File: src/hw/rtl/pfls_pkg.sv
// ----------------------------------------------------------------------------
// pfls_pkg
// Shared types and constants for the push-front list with search.
// ----------------------------------------------------------------------------
package pfls_pkg;

	// List capacity and derived widths
	localparam int DEPTH = 16;
	localparam int IDX_W = (DEPTH > 1) ? $clog2(DEPTH) : 1;
	localparam int CNT_W = $clog2(DEPTH + 1);
	localparam int POS_W = 5;
	localparam int CMP_W = (CNT_W > POS_W) ? CNT_W : POS_W;

	// Operation codes
	localparam logic [1:0] OP_PUSH   = 2'd0;
	localparam logic [1:0] OP_REMOVE = 2'd1;
	localparam logic [1:0] OP_FIND   = 2'd2;

	// Status codes
	localparam logic [1:0] ST_OK     = 2'd0;
	localparam logic [1:0] ST_EMPTY  = 2'd1;
	localparam logic [1:0] ST_FULL   = 2'd2;
	localparam logic [1:0] ST_BADPOS = 2'd3;

	// Request payload
	typedef struct packed {
		logic [1:0]       opcode;
		logic [7:0]       char_value;
		logic [15:0]      line_tag;
		logic [POS_W-1:0] position;
	} req_t;

	// Response payload
	typedef struct packed {
		logic [1:0]       status;
		logic             found;
		logic [POS_W-1:0] found_position;
		logic [4:0]       entry_count;
		logic             list_empty;
	} rsp_t;

	// Control broadcast from the top level to every cell
	typedef struct packed {
		logic             push;
		logic             remove;
		logic [IDX_W-1:0] rem_idx;
		logic [7:0]       key;
		logic [CNT_W-1:0] count;
	} cell_ctrl_t;

endpackage

File: src/hw/rtl/pfls_cell.sv
// ----------------------------------------------------------------------------
// pfls_cell
// One list slot: holds a character and line tag, shifts toward the back on
// push, toward the front on remove, and takes part in the first-match ripple.
// ----------------------------------------------------------------------------
module pfls_cell
	import pfls_pkg::*;
(
	input  logic             clk,
	input  cell_ctrl_t       ctrl,
	input  logic [IDX_W-1:0] idx,
	input  logic [7:0]       prev_char,
	input  logic [15:0]      prev_line,
	input  logic [7:0]       next_char,
	input  logic [15:0]      next_line,
	input  logic             hit_in,
	output logic [7:0]       char_out,
	output logic [15:0]      line_out,
	output logic             hit_out,
	output logic             first
);

	logic [7:0]  char_q;
	logic [15:0] line_q;
	logic        occupied;
	logic        match;
	logic        pull_next;

	// Slot holds a live entry when it sits below the count
	assign occupied  = {{(CNT_W-IDX_W){1'b0}}, idx} < ctrl.count;
	assign match     = occupied && (char_q == ctrl.key);
	assign hit_out   = hit_in | match;
	assign first     = match & ~hit_in;
	assign pull_next = ctrl.remove && (idx >= ctrl.rem_idx);

	// Slot storage; push and remove never come together, idle cycles hold
	always_ff @(posedge clk) begin
		if (ctrl.push) begin
			char_q <= prev_char;
			line_q <= prev_line;
		end else if (pull_next) begin
			char_q <= next_char;
			line_q <= next_line;
		end
	end

	assign char_out = char_q;
	assign line_out = line_q;

endmodule

File: config.mk
export PLATFORM = sky130hd
export DESIGN_NAME = pfls_cell
export DESIGN_NICKNAME = d
export VERILOG_FILES = /design/src/hw/rtl/pfls_pkg.sv /design/src/hw/rtl/pfls_cell.sv
export SDC_FILE = /design/constraint.sdc
export NUM_CORES = 1
export LEC_CHECK = 0
export ABC_AREA = 1
export ABC_CLOCK_PERIOD_IN_PS = 3500
export BUFFER_PORTS_ARGS = -buffer_cell sky130_fd_sc_hd__buf_4
export CAP_MARGIN = 20
export CORE_ASPECT_RATIO = 1.1
export CORE_MARGIN = 4
export CORE_UTILIZATION = 30
export DETAILED_ROUTE_END_ITERATION = 10
export RECOVER_POWER = 25
export SKIP_CTS_REPAIR_TIMING = 1
export SYNTH_ARGS = -nofsm -noshare
export SYNTH_HDL_FRONTEND = slang
export SYNTH_SLANG_ARGS = --single-unit
File: constraint.sdc
create_clock -name clk -period 3.5 [get_ports clk]
set_clock_uncertainty 0.05 [all_clocks]
set_input_delay 0.7 -clock clk [delete_from_list [all_inputs] [get_ports clk]]
set_output_delay 0.7 -clock clk [all_outputs]
set_load 0.03 [all_outputs]
==> summary.txt <==
Power and ir drop
  • Combinational share of power: 0.344
  • Sequential power share: 0.461
  • Psw: 0.000252 W
  • Switching Fraction: 0.308
  • Pint: 0.000566 W
  • Power density over the cells: about 370 nW/um2
  • Worst vdd ir: 0.000162 V
  • Cell leakage power: 1.21 nW
  • Clk pwr share: 0.195

STA
  • Final min period: ~2500 ps
  • Hold slack: ~650 ps
  • Slew HR: 0.234
  • Final worst setup slack: ~1000 ps
  • Setup TNS: 0 ps
  • Fin. max-slew vios: 0
  • RSZ-0062 raised after global routing: no
  • Count of final setup violators: 0
  • Worst Tran Pin Value: 1150 ps
  • Period utilization: 0.710
  • Max Fclk: 0.402 GHz
  • Final hold vios: 0

Routing
  • Remaining DRCs: 0
  • Routed len/inst: 10.9 um
  • Final WL: 3520 um
  • Iteration-0 DRC Markers: 15
  • Vias per cell: ~4.1
  • Final ANT Viol Nets: 0
  • Via count: 1335
  • Pre-antenna DRT Iters: 4

Final layout
  • Final Net Count: 351
  • Fill count: 444
  • Share of post-route cells with drive strength above 1: 0.396
  • Non-Filler Instances: approximately 320
  • Area delta synth->final: 57.7%
  • Antenna cells: 0
  • Finished Cell Area: 2210 um2

Global route
  • Pin count of the biggest net entering global routing: 26
  • First-pass GRT wire length: 5710 um
  • Tot GR Track Use: 0.125
  • Vias in the first global route: 1376
  • GRT Residual Overflow: 0
  • Initial antenna violation count: 0

Clocking
  • H-tree depth: 1
  • CTS Buffer Depth: 2
  • CTS tree: yes
  • Sink Count: 24
  • TritonCTS Buffers: 3
  • CTS clk-pin slew, worst paths: ~80 ps
  • Clock tree root buffer cell: clkbuf_8

Die
  • Height of the die: around 80 um
  • Die X: 73.2 um
  • Initial Util: 0.318
  • Row count: 25
  • Die area: ~5800 um2
  • Total core area: 4410 um2
  • I/O pins: slightly below 100

Synth
  • Net count after synthesis: about 250
  • Post-synthesis cell area: 1400 um2
  • Mean Syn Cell Area: just over 8 um2
  • Yosys top cell area share: 0.514
  • Synth top area cells: edfxtp_1 51%, nand2_1 27%, ha_1 6.2%
  • Cell count after synthesis: 172
  • Synth unique cells: 16
  • Area leader, netlist: edfxtp_1
  • Syn. warnings: 0
  • FF+latch count, synth: 24
  • Post-synthesis sequential area ratio: 0.514

Placement
  • Placed insts: 320
  • Port Buffers: 98
  • Placed Area: 2170 um2
  • Detailed placement HPWL: 2920 um
  • Gpl congestion: 0.813
  • Setup slack at placement: 1010 ps

Worst setup path
  • Cells along the critical path: buf_4, inv_1, ha_1, nand2_1, nand2_1, nand2_1, nand2_1, nor2_1, nand3_2, nor2_2, buf_4
  • Kind of critical path: primary input to output port
  • CP arrival: 1740 ps
  • Slowest stage cell, crit path: ha_1
  • Worst path required time: roughly 2800 ps
  • Startpoint Class: primary input
  • Delay-heaviest family, CP: simple AND/OR/NAND/NOR gates
  • Crit path max fanout: 2
  • Worst setup EP type: output port
  • WP buf/inv: 3
  • Critical path's largest stage delay: 290 ps
  • Most frequent CP cell: nand2_1

Run status
  • Status: finished clean

Flow run
  • Max cap viols: 0

Hold path
  • Hold/Removal Path Class: primary input to flip-flop
[power groups by stage]
stage               registers, W   logic, W  clock network, W
floorplan               0.000461  0.0000733                 0
global placement        0.000382   0.000286                 0
detailed placement      0.000383   0.000287                 0
CTS                     0.000377   0.000287          0.000169
global route            0.000382   0.000310          0.000178
finish                  0.000377   0.000282          0.000160
[cells in the mapped netlist]
cell        n
nand2_1   100
edfxtp_1   24
inv_1      19
ha_1        7
xnor2_1     4
nor2_1      3
nor2_2      3
a21oi_1     2
buf_4       2
buf_6       2
buf_2       1
inv_2       1
inv_4       1
nand3_1     1
nand3_2     1
o21ai_0     1
[cells in the final DEF (no fill, tap or decap)]
master and n:
a21oi_1 2, buf_4 98, clkbuf_1 1, clkbuf_8 3, clkinv_1 1, edfxtp_1 24, ha_1 7, inv_1 19
inv_2 1, inv_4 1, nand2_1 100, nand3_1 1, nand3_2 1, nor2_1 3, nor2_2 3, o21ai_0 1
xnor2_1 4
[stage by stage]
step | power [W] | utilization
6_report | 0.000818 | 0.502
5_1_grt | 0.000870 | 0.502
4_1_cts | 0.000834 | 0.502
3_5_place_dp | 0.000670 | 0.492
3_3_place_gp | 0.000668 | 0.492
2_1_floorplan | 0.000535 | -
[state kept, by name (all words and copies together) (netlist names)]
register and count:
line_out 16, char_out 8
[final cells by class]
cell class / count / area (um2) / share of cell area
Timing Repair Buffer: 99 / 739 / 0.334
Sequential cell: 24 / 721 / 0.326
Multi-Input combinational cell: 122 / 558 / 0.252
Inverter: 21 / 81.3 / 0.0368
Tap cell: 54 / 67.6 / 0.0305
Clock buffer: 3 / 41.3 / 0.0187
Clock inverter: 1 / 3.75 / 0.00170
[final timing paths]
kind           from                      to  slack, ps  cells past startpoint
max         ctrl[2]                   first       1010                     11
min   next_line[10]  line_out[10]$_DFFE_PP_        650                      3
[kinds of logic after synthesis]
family,count (synthesis),synth area share
AND/OR/NAND/NOR,108,0.300
buffers and inverters,26,0.0883
flip-flops,24,0.514
adder cells (fa/ha/maj),7,0.0624
XOR/XNOR,4,0.0250
AO/OA/AOI/OAI,3,0.0107
[per-layer routing]
layer	up-vias	share of wire	GRT usage
li1	723	-	-
met1	542	0.37	0.134
met2	68	0.48	0.220
met3	2	0.15	0.0542
met4	0	0.0057	0.0332
met5	-	0	0
(Power assumes the default switching activity.)
